==> config.mk <==
export PLATFORM = sky130hd
export DESIGN_NAME = median_position_velocity_filter_flat
export DESIGN_NICKNAME = d
export VERILOG_FILES = /design/src/mpvf_pkg.sv /design/src/mpvf_channels.sv /design/src/median_position_velocity_filter.sv /design/src/mpvf_median.sv /design/src/mpvf_lane.sv /design/src/flat_wrapper.sv
export SDC_FILE = /design/constraint.sdc
export NUM_CORES = 2
export LEC_CHECK = 0
export ABC_AREA = 1
export BUFFER_PORTS_ARGS = -buffer_cell sky130_fd_sc_hd__buf_4
export CORE_ASPECT_RATIO = 1.75
export CORE_MARGIN = 2
export CORE_UTILIZATION = 35
export CTS_BUF_LIST = sky130_fd_sc_hd__clkbuf_4 sky130_fd_sc_hd__clkbuf_8
export DETAILED_ROUTE_END_ITERATION = 12
export GPL_ROUTABILITY_DRIVEN = 1
export PLACE_DENSITY_LB_ADDON = 0.15
export SLEW_MARGIN = 20
export SYNTH_ARGS = -nofsm -noshare
export SYNTH_HDL_FRONTEND = slang
export SYNTH_SLANG_ARGS = --single-unit
==> constraint.sdc <==
create_clock -name clk -period 14.2 [get_ports clk]
set_input_delay 1.42 -clock clk [delete_from_list [all_inputs] [get_ports clk]]
set_output_delay 1.42 -clock clk [all_outputs]
set_load 0.005 [all_outputs]
==> src/mpvf_pkg.sv <==
// Shared types, constants and control structs for the median position/velocity filter.
package mpvf_pkg;

    localparam int SAMPLE_W   = 24;
    localparam int WINDOW_LEN = 5;
    localparam int AXES       = 3;
    localparam int SLOT_W     = (WINDOW_LEN > 1) ? $clog2(WINDOW_LEN) : 1;
    localparam int RANK_W     = SLOT_W;
    localparam int WEIGHT_W   = 9;
    localparam int PROD_W     = SAMPLE_W + WEIGHT_W + 2;
    localparam int STEP_W     = PROD_W - 8;

    localparam logic [RANK_W-1:0]   MED_RANK    = RANK_W'(WINDOW_LEN / 2);
    localparam logic [SLOT_W-1:0]   SLOT_LAST   = SLOT_W'(WINDOW_LEN - 1);
    localparam logic [WEIGHT_W-1:0] WEIGHT_FULL = WEIGHT_W'(256);
    localparam logic [WEIGHT_W-1:0] WEIGHT_RST  = WEIGHT_W'(51);

    localparam logic signed [SAMPLE_W:0] V_MAX =
        (SAMPLE_W + 1)'(signed'((64'sd1 <<< (SAMPLE_W - 1)) - 64'sd1));
    localparam logic signed [SAMPLE_W:0] V_MIN =
        (SAMPLE_W + 1)'(signed'(-(64'sd1 <<< (SAMPLE_W - 1))));
    localparam logic signed [PROD_W-1:0] ROUND_HALF = PROD_W'(128);

    typedef logic signed [SAMPLE_W-1:0] sample_t;
    typedef logic [WINDOW_LEN-1:0][SAMPLE_W-1:0] window_t;
    typedef logic [WEIGHT_W-1:0] weight_t;

    typedef struct packed {
        logic              ld1;
        logic              ld2;
        logic              ld3;
        logic              ld4;
        logic [SLOT_W-1:0] slot;
    } lane_ctl_t;

endpackage

==> src/mpvf_channels.sv <==
// Valid/ready channel interfaces for samples, estimates and the weight register.
interface mpvf_sample_if;
    logic                valid;
    logic                ready;
    mpvf_pkg::sample_t   x_position;
    mpvf_pkg::sample_t   y_position;
    mpvf_pkg::sample_t   heading_angle;

    modport source (output valid, output x_position, output y_position,
                    output heading_angle, input ready);
    modport sink   (input valid, input x_position, input y_position,
                    input heading_angle, output ready);
endinterface

interface mpvf_estimate_if;
    logic                valid;
    logic                ready;
    mpvf_pkg::sample_t   x_median;
    mpvf_pkg::sample_t   y_median;
    mpvf_pkg::sample_t   heading_median;
    mpvf_pkg::sample_t   x_velocity;
    mpvf_pkg::sample_t   y_velocity;
    mpvf_pkg::sample_t   heading_rate;

    modport source (output valid, output x_median, output y_median,
                    output heading_median, output x_velocity, output y_velocity,
                    output heading_rate, input ready);
    modport sink   (input valid, input x_median, input y_median,
                    input heading_median, input x_velocity, input y_velocity,
                    input heading_rate, output ready);
endinterface

interface mpvf_weight_if;
    logic                valid;
    logic                ready;
    mpvf_pkg::weight_t   smoothing_weight;

    modport source (output valid, output smoothing_weight, input ready);
    modport sink   (input valid, input smoothing_weight, output ready);
endinterface

==> src/median_position_velocity_filter.sv <==
// Top level: three axis lanes under one four-stage valid/ready pipeline control.
// Takes one sample item per clock while the output is not stalled and returns one
// estimate item per sample. Each axis keeps a ring of the last five samples (zeros
// after reset), reports their median and a velocity smoothed by smoothing_weight/256
// (values above 256 act as 256). The rate is set by the velocity recurrence: one
// 10x25-bit multiply per lane that closes on its own register. Write smoothing_weight
// only while no item is in flight.
module median_position_velocity_filter
(
    input  logic                   clk,
    input  logic                   rst_n,
    mpvf_sample_if.sink            samples,
    mpvf_estimate_if.source        estimates,
    mpvf_weight_if.sink            settings
);

    logic v1_reg, v1_next;
    logic v2_reg, v2_next;
    logic v3_reg, v3_next;
    logic v4_reg, v4_next;
    logic rdy1, rdy2, rdy3, rdy4;

    logic [mpvf_pkg::SLOT_W-1:0] slot_reg;
    logic [mpvf_pkg::SLOT_W-1:0] slot_next;
    mpvf_pkg::weight_t           weight_reg;
    mpvf_pkg::weight_t           weight_eff;
    mpvf_pkg::lane_ctl_t         ctl;

    mpvf_pkg::sample_t sample [mpvf_pkg::AXES];
    mpvf_pkg::sample_t med    [mpvf_pkg::AXES];
    mpvf_pkg::sample_t vel    [mpvf_pkg::AXES];

    // stage handshake chain
    always_comb
    begin
        rdy4      = !v4_reg || estimates.ready;
        rdy3      = !v3_reg || rdy4;
        rdy2      = !v2_reg || rdy3;
        rdy1      = !v1_reg || rdy2;
        ctl.ld1   = samples.valid && rdy1;
        ctl.ld2   = v1_reg && rdy2;
        ctl.ld3   = v2_reg && rdy3;
        ctl.ld4   = v3_reg && rdy4;
        ctl.slot  = slot_reg;
        v1_next   = ctl.ld1 || (v1_reg && !rdy2);
        v2_next   = ctl.ld2 || (v2_reg && !rdy3);
        v3_next   = ctl.ld3 || (v3_reg && !rdy4);
        v4_next   = ctl.ld4 || (v4_reg && !estimates.ready);
        slot_next = slot_reg;
        if (ctl.ld1)
        begin
            slot_next = (slot_reg == mpvf_pkg::SLOT_LAST) ? '0 : slot_reg + 1'b1;
        end
        weight_eff = (weight_reg > mpvf_pkg::WEIGHT_FULL) ? mpvf_pkg::WEIGHT_FULL
                                                          : weight_reg;
    end

    always_ff @(posedge clk or negedge rst_n)
    begin
        if (!rst_n)
        begin
            v1_reg     <= 1'b0;
            v2_reg     <= 1'b0;
            v3_reg     <= 1'b0;
            v4_reg     <= 1'b0;
            slot_reg   <= '0;
            weight_reg <= mpvf_pkg::WEIGHT_RST;
        end
        else
        begin
            v1_reg   <= v1_next;
            v2_reg   <= v2_next;
            v3_reg   <= v3_next;
            v4_reg   <= v4_next;
            slot_reg <= slot_next;
            if (settings.valid && settings.ready)
            begin
                weight_reg <= settings.smoothing_weight;
            end
        end
    end

    assign samples.ready  = rdy1;
    assign settings.ready = 1'b1;

    assign sample[0] = samples.x_position;
    assign sample[1] = samples.y_position;
    assign sample[2] = samples.heading_angle;

    for (genvar a = 0; a < mpvf_pkg::AXES; a++)
    begin : g_lane
        mpvf_lane u_lane
        (
            .clk    (clk),
            .rst_n  (rst_n),
            .ctl    (ctl),
            .sample (sample[a]),
            .weight (weight_eff),
            .med    (med[a]),
            .vel    (vel[a])
        );
    end

    assign estimates.valid          = v4_reg;
    assign estimates.x_median       = med[0];
    assign estimates.y_median       = med[1];
    assign estimates.heading_median = med[2];
    assign estimates.x_velocity     = vel[0];
    assign estimates.y_velocity     = vel[1];
    assign estimates.heading_rate   = vel[2];

`ifndef NO_ASSERTIONS
    a_accept_fills: assert property (@(posedge clk) disable iff (!rst_n)
        (samples.valid && samples.ready) |=> v1_reg)
        else $error("accepted item did not enter the first stage");

    a_slot_range: assert property (@(posedge clk) disable iff (!rst_n)
        slot_reg <= mpvf_pkg::SLOT_LAST)
        else $error("ring slot out of range");

    a_slot_hold: assert property (@(posedge clk) disable iff (!rst_n)
        !(samples.valid && samples.ready) |=> $stable(slot_reg))
        else $error("ring slot moved without an item");

    a_no_bubble: assert property (@(posedge clk) disable iff (!rst_n)
        (v3_reg && !v4_reg) |-> ctl.ld4)
        else $error("item held before an empty output stage");
`endif

endmodule

==> src/mpvf_median.sv <==
// Rank-select median of one window: parallel pairwise compares, pick the middle rank.
module mpvf_median
(
    input  mpvf_pkg::window_t win,
    output mpvf_pkg::sample_t med
);

    logic [mpvf_pkg::RANK_W-1:0] rank [mpvf_pkg::WINDOW_LEN];

    always_comb
    begin
        logic                        lt;
        logic [mpvf_pkg::RANK_W-1:0] cnt;
        for (int i = 0; i < mpvf_pkg::WINDOW_LEN; i++)
        begin
            cnt = '0;
            for (int j = 0; j < mpvf_pkg::WINDOW_LEN; j++)
            begin
                lt = ($signed(win[j]) < $signed(win[i])) ||
                     ((win[j] == win[i]) && (j < i));
                cnt = cnt + mpvf_pkg::RANK_W'(lt);
            end
            rank[i] = cnt;
        end
    end

    always_comb
    begin
        med = '0;
        for (int i = 0; i < mpvf_pkg::WINDOW_LEN; i++)
        begin
            if (rank[i] == mpvf_pkg::MED_RANK)
            begin
                med = $signed(win[i]);
            end
        end
    end

endmodule

==> src/mpvf_lane.sv <==
// One axis lane: sample ring, median stage, raw difference stage, smoothing stage.
module mpvf_lane
(
    input  logic                clk,
    input  logic                rst_n,
    input  mpvf_pkg::lane_ctl_t ctl,
    input  mpvf_pkg::sample_t   sample,
    input  mpvf_pkg::weight_t   weight,
    output mpvf_pkg::sample_t   med,
    output mpvf_pkg::sample_t   vel
);

    mpvf_pkg::window_t win_reg;
    mpvf_pkg::sample_t med_now;
    mpvf_pkg::sample_t med2_reg;
    mpvf_pkg::sample_t med3_reg;
    mpvf_pkg::sample_t raw3_reg;
    mpvf_pkg::sample_t raw3_next;
    mpvf_pkg::sample_t med4_reg;
    mpvf_pkg::sample_t vel4_reg;
    mpvf_pkg::sample_t vel4_next;

    logic signed [mpvf_pkg::SAMPLE_W:0]   diff_med;
    logic signed [mpvf_pkg::SAMPLE_W:0]   diff_vel;
    logic signed [mpvf_pkg::PROD_W-1:0]   prod;
    logic signed [mpvf_pkg::STEP_W-1:0]   step;
    logic signed [mpvf_pkg::STEP_W-1:0]   vel_sum;

    mpvf_median u_median
    (
        .win (win_reg),
        .med (med_now)
    );

    // write the new sample into the ring
    always_ff @(posedge clk or negedge rst_n)
    begin
        if (!rst_n)
        begin
            win_reg <= '0;
        end
        else if (ctl.ld1)
        begin
            win_reg[ctl.slot] <= sample;
        end
    end

    always_ff @(posedge clk)
    begin
        if (ctl.ld2)
        begin
            med2_reg <= med_now;
        end
    end

    // saturated change of the median
    always_comb
    begin
        diff_med = {med2_reg[mpvf_pkg::SAMPLE_W-1], med2_reg}
                 - {med3_reg[mpvf_pkg::SAMPLE_W-1], med3_reg};
        if (diff_med > mpvf_pkg::V_MAX)
        begin
            raw3_next = mpvf_pkg::V_MAX[mpvf_pkg::SAMPLE_W-1:0];
        end
        else if (diff_med < mpvf_pkg::V_MIN)
        begin
            raw3_next = mpvf_pkg::V_MIN[mpvf_pkg::SAMPLE_W-1:0];
        end
        else
        begin
            raw3_next = diff_med[mpvf_pkg::SAMPLE_W-1:0];
        end
    end

    always_ff @(posedge clk or negedge rst_n)
    begin
        if (!rst_n)
        begin
            med3_reg <= '0;
        end
        else if (ctl.ld3)
        begin
            med3_reg <= med2_reg;
        end
    end

    always_ff @(posedge clk)
    begin
        if (ctl.ld3)
        begin
            raw3_reg <= raw3_next;
        end
    end

    // old + round((raw - old) * w / 256); stays inside the 24-bit range
    always_comb
    begin
        diff_vel  = {raw3_reg[mpvf_pkg::SAMPLE_W-1], raw3_reg}
                  - {vel4_reg[mpvf_pkg::SAMPLE_W-1], vel4_reg};
        prod      = $signed({1'b0, weight}) * diff_vel;
        prod      = prod + mpvf_pkg::ROUND_HALF;
        step      = prod[mpvf_pkg::PROD_W-1:8];
        vel_sum   = mpvf_pkg::STEP_W'(vel4_reg) + step;
        vel4_next = vel_sum[mpvf_pkg::SAMPLE_W-1:0];
    end

    always_ff @(posedge clk or negedge rst_n)
    begin
        if (!rst_n)
        begin
            vel4_reg <= '0;
        end
        else if (ctl.ld4)
        begin
            vel4_reg <= vel4_next;
        end
    end

    always_ff @(posedge clk)
    begin
        if (ctl.ld4)
        begin
            med4_reg <= med3_reg;
        end
    end

    assign med = med4_reg;
    assign vel = vel4_reg;

endmodule

==> src/flat_wrapper.sv <==
// flat-port wrapper written by rule: the top's interface ports become plain ports
module median_position_velocity_filter_flat 
  (clk, rst_n, samples_valid, samples_x_position, samples_y_position, samples_heading_angle, samples_ready, estimates_valid, estimates_x_median, estimates_y_median, estimates_heading_median, estimates_x_velocity, estimates_y_velocity, estimates_heading_rate, estimates_ready, settings_valid, settings_smoothing_weight, settings_ready);
  mpvf_sample_if samples_i ();
  mpvf_estimate_if estimates_i ();
  mpvf_weight_if settings_i ();
  input  logic clk;
  input  logic rst_n;
  input wire logic [$bits(samples_i.valid)-1:0] samples_valid;
  input wire logic [$bits(samples_i.x_position)-1:0] samples_x_position;
  input wire logic [$bits(samples_i.y_position)-1:0] samples_y_position;
  input wire logic [$bits(samples_i.heading_angle)-1:0] samples_heading_angle;
  output wire logic [$bits(samples_i.ready)-1:0] samples_ready;
  output wire logic [$bits(estimates_i.valid)-1:0] estimates_valid;
  output wire logic [$bits(estimates_i.x_median)-1:0] estimates_x_median;
  output wire logic [$bits(estimates_i.y_median)-1:0] estimates_y_median;
  output wire logic [$bits(estimates_i.heading_median)-1:0] estimates_heading_median;
  output wire logic [$bits(estimates_i.x_velocity)-1:0] estimates_x_velocity;
  output wire logic [$bits(estimates_i.y_velocity)-1:0] estimates_y_velocity;
  output wire logic [$bits(estimates_i.heading_rate)-1:0] estimates_heading_rate;
  input wire logic [$bits(estimates_i.ready)-1:0] estimates_ready;
  input wire logic [$bits(settings_i.valid)-1:0] settings_valid;
  input wire logic [$bits(settings_i.smoothing_weight)-1:0] settings_smoothing_weight;
  output wire logic [$bits(settings_i.ready)-1:0] settings_ready;
  assign samples_i.valid = samples_valid;
  assign samples_i.x_position = samples_x_position;
  assign samples_i.y_position = samples_y_position;
  assign samples_i.heading_angle = samples_heading_angle;
  assign samples_ready = samples_i.ready;
  assign estimates_valid = estimates_i.valid;
  assign estimates_x_median = estimates_i.x_median;
  assign estimates_y_median = estimates_i.y_median;
  assign estimates_heading_median = estimates_i.heading_median;
  assign estimates_x_velocity = estimates_i.x_velocity;
  assign estimates_y_velocity = estimates_i.y_velocity;
  assign estimates_heading_rate = estimates_i.heading_rate;
  assign estimates_i.ready = estimates_ready;
  assign settings_i.valid = settings_valid;
  assign settings_i.smoothing_weight = settings_smoothing_weight;
  assign settings_ready = settings_i.ready;
  median_position_velocity_filter u_core (.clk(clk), .rst_n(rst_n), .samples(samples_i), .estimates(estimates_i), .settings(settings_i));
endmodule
=== Word level (Yosys, flattened, before mapping) ===
Cells that the tools add are included.

* RAM bits: 0
* Logic and storage cells: 322
* Register bits after elaboration: 736
* Output and inout bits: 147
* Memory bits (read-only): 0
* Latch bits: 0
* Input port bits: 86
* Memories kept: 0

* Add/sub/neg operators: 73
* Muxes and demuxes: 25
* Shift-type cells: 0
* Div/mod/pow operators: 0
* Reductions and logical operators: 55
* Multipliers: 3
* Magnitude comparators: 84
* Bitwise gates (word level): 0
* Equal/unequal tests: 46

{| class="wikitable"
|+ Operator list
! operator !! number
|-
| < comparator 24 bit || 75
|-
| == test 24 bit || 30
|-
| 2-to-1 mux 24 bit || 19
|-
| bitwise mux 120 bit || 3
|-
| subtractor 24 x 24 -> 25 bit || 6
|-
| adder 3 x 1 -> 3 bit || 42
|-
| adder 32 x 9 -> 32 bit, second input constant || 3
|-
| multiplier 10 x 25 -> 32 bit || 3
|-
| greater-than comparator 25 x 24 -> 1 bit, second input constant || 3
|-
| < comparator 25 x 24 -> 1 bit, second input constant || 3
|-
| adder 24 bit || 3
|-
| demux 24 bit (select 3 bit) || 1
|-
| == test 3 x 2 -> 1 bit, second input constant || 15
|-
| logical OR 1 bit || 38
|-
| adder 1 x 1 -> 2 bit || 15
|-
| adder 2 x 1 -> 3 bit || 3
|-
| greater-than comparator 9 bit, second input constant || 1
|-
| logical AND 1 bit || 9
|-
| 2-to-1 mux 9 bit || 1
|-
| zero test 1 bit || 8
|-
| < comparator 3 x 4 -> 1 bit, second input constant || 1
|-
| adder 3 x 1 -> 3 bit, second input constant || 1
|-
| == test 3 bit, second input constant || 1
|-
| greater-or-equal comparator 3 x 1 -> 1 bit, second input constant || 1
|-
| 2-to-1 mux 3 bit || 1
|}

=== Longest topological paths before layout ===
* Depth after elaboration: 11
* Mapped depth: 47
* Gate-level depth less buffers: 47

=== Hierarchy ===
Synthesis repeated with hierarchy kept, for this count alone.

* Cell total of the unflattened synthesis: 10658
* Area total of the unflattened synthesis: 83060.9 um^2

{| class="wikitable"
|+ Modules (own cells, without submodules)
! module !! instances !! area an instance (um^2) !! cells an instance
|-
| mpvf_lane at u_core.g_lane[1].u_lane || 1 || 19713.9 || 2280
|-
| mpvf_lane at u_core.g_lane[0].u_lane || 1 || 19667.6 || 2267
|-
| mpvf_lane at u_core.g_lane[2].u_lane || 1 || 19651.3 || 2262
|-
| mpvf_median at u_core.g_lane[0].u_lane.u_median ... || 2 || 7733.7 || 1249
|-
| mpvf_median at u_core.g_lane[2].u_lane.u_median || 1 || 7744.9 || 1246
|-
| median_position_velocity_filter || 1 || 815.8 || 105
|}

=== Least setup slack after synthesis ===
No wires, ideal clock.

* Path type: reg2reg
* From: register u_core.g_lane[2].u_lane.vel4_reg[0]
* To: register u_core.g_lane[2].u_lane.vel4_reg[21]
* Cell stages (with the launch flop): 41
* Path slack: 6.410 ns
* Data arrival time: 7.660 ns
* Required time: 14.070 ns
* Path through: dfrtp_1 > ha_1 > fa_1 > nand3b_1 > nand2_1 > nand2_1 > nand2_1 > a31oi_1 > xnor2_1 > nand2_1 > fa_1 > fa_1 > inv_1 > fa_1 > fa_1 > inv_1 > fa_1 > inv_1 > [5 not listed] > a21oi_1 > nor2_1 > nor2_1 > xnor2_1 > ha_1 > a21oi_1 > o21a_1 > o21ai_0 > a21oi_1 > inv_1 > nand2_1 > nand3_1 > nand2_1 > a21oi_1 > or2_2 > or2_2 > nand3_1 > o21ai_0

* Cells in the longest elaborated chain, start to end: 4

{| class="wikitable"
|+ Ends and longest elaborated chain
! element !! line !! source
|-
| start: declaration || mpvf_lane.sv:20 || <nowiki>mpvf_pkg::sample_t vel4_reg;</nowiki>
|-
| start signal: assignment || mpvf_lane.sv:115 || <nowiki>vel4_reg <= vel4_next;</nowiki>
|-
| subtractor 24 x 24 -> 25 bit || mpvf_lane.sv:99 || <nowiki>- {vel4_reg[mpvf_pkg::SAMPLE_W-1], vel4_reg};</nowiki>
|-
| multiplier 10 x 25 -> 32 bit || mpvf_lane.sv:100 || <nowiki>prod = $signed({1'b0, weight}) * diff_vel;</nowiki>
|-
| adder 32 x 9 -> 32 bit || mpvf_lane.sv:101 || <nowiki>prod = prod + mpvf_pkg::ROUND_HALF;</nowiki>
|-
| adder 24 bit * || mpvf_lane.sv:103 || <nowiki>vel_sum = mpvf_pkg::STEP_W'(vel4_reg) + step;</nowiki>
|}

Mark *: on every way between the ends. The rest lies on a longest branch, timed or not.
A chain may end at the register's enable or synchronous reset.

=== Final worst setup path ===
* From: register u_core.weight_reg[8]
* To: register u_core.g_lane[2].u_lane.vel4_reg[21]

* Cells in the longest elaborated chain, start to end: 5

{| class="wikitable"
|+ Ends and longest elaborated chain
! element !! line !! source
|-
| start: declaration || median_position_velocity_filter.sv:25 || <nowiki>mpvf_pkg::weight_t weight_reg;</nowiki>
|-
| start signal: assignment || median_position_velocity_filter.sv:67 || <nowiki>weight_reg <= mpvf_pkg::WEIGHT_RST;</nowiki>
|-
| start signal: assignment || median_position_velocity_filter.sv:78 || <nowiki>weight_reg <= settings.smoothing_weight;</nowiki>
|-
| greater-than comparator 9 bit || median_position_velocity_filter.sv:54 || <nowiki>weight_eff = (weight_reg > mpvf_pkg::WEIGHT_FULL) ? mpvf_pkg::WEIGHT_FULL</nowiki>
|-
| 2-to-1 mux 9 bit * || median_position_velocity_filter.sv:54 ||
|-
| multiplier 10 x 25 -> 32 bit * || mpvf_lane.sv:100 ||
|-
| adder 32 x 9 -> 32 bit * || mpvf_lane.sv:101 ||
|-
| adder 24 bit * || mpvf_lane.sv:103 ||
|}

Marks and branches as above.

==> flow_metrics.tcl <==
set metrics [dict create \
    path_max_fanout 33 \
    utilization_pct 38.61 \
    numCtsBuffers 121 \
    final_nets 12110 \
    syn_area_um2 80630 \
    synth_ff_type "dfrtp_1" \
    insertion_delay_ns 0.93 \
    largest_reg_flops 360 \
    yosysUniqueCellTypes 71 \
    syn_inst 10050 \
    status "finished clean" \
    drt-wirelength-per-cell_um 22.16 \
    worst_pin_slew_ns 1.263 \
    post-route-min-period_ns 9.932 \
    clk_pin_slew_ns 0.07 \
    postCtsHoldBufs 0 \
    grtUsageTotal_pct 25.20 \
    vias 69360 \
    grt_max_degree 136 \
    yosys.area_share.simple_pct 16.80 \
    skew_ns 0.07676 \
    worst_path_most_repeated_cell "a21oi_1" \
    wl_um 296600 \
    vias_per_cell 5.182 \
    gr-total-overflow 0 \
    synth_edf_count 216 \
    initial_core_util_pct 35.10 \
    fin_crit_sh_pct 69.94 \
    core.rowCount 233 \
    h-tree-depth 3 \
    initialDrtViolationCount 3919 \
    avgSynthCellArea_um2 8.027 \
    tns_ns 0 \
    grt_pass1_vias 72240 \
    drt-pass1-iter-count 6 \
    worst_path_max_delay_cell "clkinv_1" \
    regArea_um2 19500 \
    maxSlewViolCount 0 \
    clock-sinks 736 \
    grt_pass1_wl_um 445700 \
    setup_viol 0 \
    synth_top_area_cell "ha_1" \
    antenna_found_initial 14 \
    drive_gt1_share_pct 6.006 \
    rsz0062_at_grt "no" \
    relSlewSlack_pct 15.56 \
    syn_nets 11940 \
    io_pins 233 \
    synth_xor_area_share_pct 2.874 \
    synth_async_sr_flop_share_pct 70.65 \
    root_buffer "clkbuf_8" \
    drc_errors 0 \
    hold_viol 0 \
    fmax_ghz 0.1007 \
    dieArea_um2 234400 \
    path_class "flip-flop to flip-flop" \
    die_w_um 366.8 \
    synthMuxAreaShare_pct 0.02483 \
    hp-class "flip-flop to flip-flop" \
    yosys-top-cells-area "ha_1, dfrtp_1, fa_1" \
    critical-path-max-stage-delay_ns 0.71 \
    gp_congestion 0.9681 \
    synthAdderAreaFrac_pct 33.17 \
    critPathArrivalTime_ns 10.65 \
    multiInputGateArea_um2 53450 \
    fillers 24050 \
    ys_ff_latch 736 \
    cts_max_path_buffers 3 \
    syn_to_final_growth_pct 9.988 \
    coreArea_um2 229700 \
    cp-start-kind "flip-flop" \
    cts_tree "yes" \
    ant_nets 0 \
    placement.io_buffers 231 \
    critical_path_required_ns 14.92 \
    cts_setup_buffers 0 \
    yosysWarnings 0 \
    cap_viol_max_count 0 \
    dp_hpwl_um 245700 \
    die_h_um 639.0 \
    synth_top_family_by_area "adder cells" \
    yosysSeqAreaShare_pct 24.19 \
    end_kind "flip-flop" \
    synth_top_area_share_pct 19.54 \
    synth_compound_area_share_pct 13.27 \
    cts_resized 0 \
]
==> layout by cell type (no fill, tap or decap), types with 292 or more instances in the layout <==
cell type,count
a21oi_1,557
nand2_1,1931
dfrtp_1,516
nand3_1,338
fa_1,549
ha_1,1259
inv_1,1804
o21ai_0,768
nor2_1,710
buf_4,292
==> cells in the mapped netlist (all sizes together), types with 2 or more instances <==
cell type and n:
o2111ai 12, nor4b 3, clkinv 5, o221ai 52
xor2 147, nor3b 6, edfxtp 216, nand4 107
a221oi 23, o21bai 36, xnor2 115, o22ai 11
o21ai 804, dfrtp 516, nand3b 13, a21oi 561
nand2 1941, fa 549, o21a 26, ha 1259
nand3 342, mux2i 2, a31o 6, nor4 29
o221a 8, buf 37, clkbuf 210, a21boi 9
o41ai 4, a21o 26, or2 31, or3b 2
o31ai 7, dfstp 4, inv 1814, a211oi 63
nor2 722, or3 4, a31oi 121, nor3 99
o211ai 92, a2111oi 5
==> path summary, 6_finish.rpt <==
check / slack (ns) / endpoint / cells past startpoint / startpoint
worst max-delay path: 4.27 / u_core.g_lane[2].u_lane.vel[21] / 37 / u_core.weight_reg[8]
worst min-delay path: 0.43 / u_core.g_lane[1].u_lane.med[20] / 0 / u_core.g_lane[1].u_lane.med3_reg[20]
worst max register to register: 4.27 / u_core.g_lane[2].u_lane.vel[21] / 37 / u_core.weight_reg[8]
worst min register to register: 0.43 / u_core.g_lane[1].u_lane.med[20] / 0 / u_core.g_lane[1].u_lane.med3_reg[20]
max in group asynchronous: 10.93 / u_core.g_lane[1].u_lane.vel[0] / 4 / rst_n
min in group asynchronous: 0.45 / u_core.g_lane[2].u_lane.win_reg[32] / 1 / rst_n
==> per-layer routing <==
metal	routed length, um	global-route usage (%)	vias to the layer above	share of wire [%]
li1	-	-	33360	-
met1	109500	26.60	33600	37
met2	156000	47.81	1688	53
met3	9932	2.513	701	3.3
met4	21070	15.29	10	7.1
met5	54	0	-	0.018
==> logic make-up after synthesis <==
logic type                 Yosys count
and+or+nand+nor                   3300
buffers and inverters             2066
AOI/OAI and AO/OA                 1870
adders and majority gates         1808
DFF                                736
xor gates and xnor gates           262
muxes                                2
other                                1
==> layout make-up <==
type | instances | share of cell area (%)
multi-input combinational | 7243 | 60.26
clock inverter | 60 | 0.7548
antenna | 6 | 0.01693
inverter | 1819 | 7.711
sequential | 736 | 21.99
tap | 3055 | 4.310
clock buffer | 170 | 2.419
timing repair buffer | 295 | 2.534
==> critical path: cells and delay by family (launching register included) <==
| kind | cells | cell delay, ns |
|---|---|---|
| AND/OR/NAND/NOR | 11 | 1.59 |
| flip-flops | 1 | 0.54 |
| AO/OA/AOI/OAI | 11 | 1.75 |
| buffers and inverters | 7 | 2.49 |
| XOR/XNOR | 1 | 0.13 |
| adder cells (fa/ha/maj) | 7 | 3.22 |
==> through the flow <==
step	instance area (um2)	std cells	hold slack, ns	setup slack [ns]
final	88690	13380	0.4347	4.268
after global routing	88680	13380	0.4469	3.621
after CTS	88650	13380	0.3927	4.268
after detailed placement	85840	13150	0.4327	4.263
after global placement	85830	13150	0.4346	4.322
after floorplan	80630	10050	0.4249	6.410
Power is left out: the tool's default activity adds up to more than one toggle a clock period on the data nets, which glitch-free logic cannot reach.
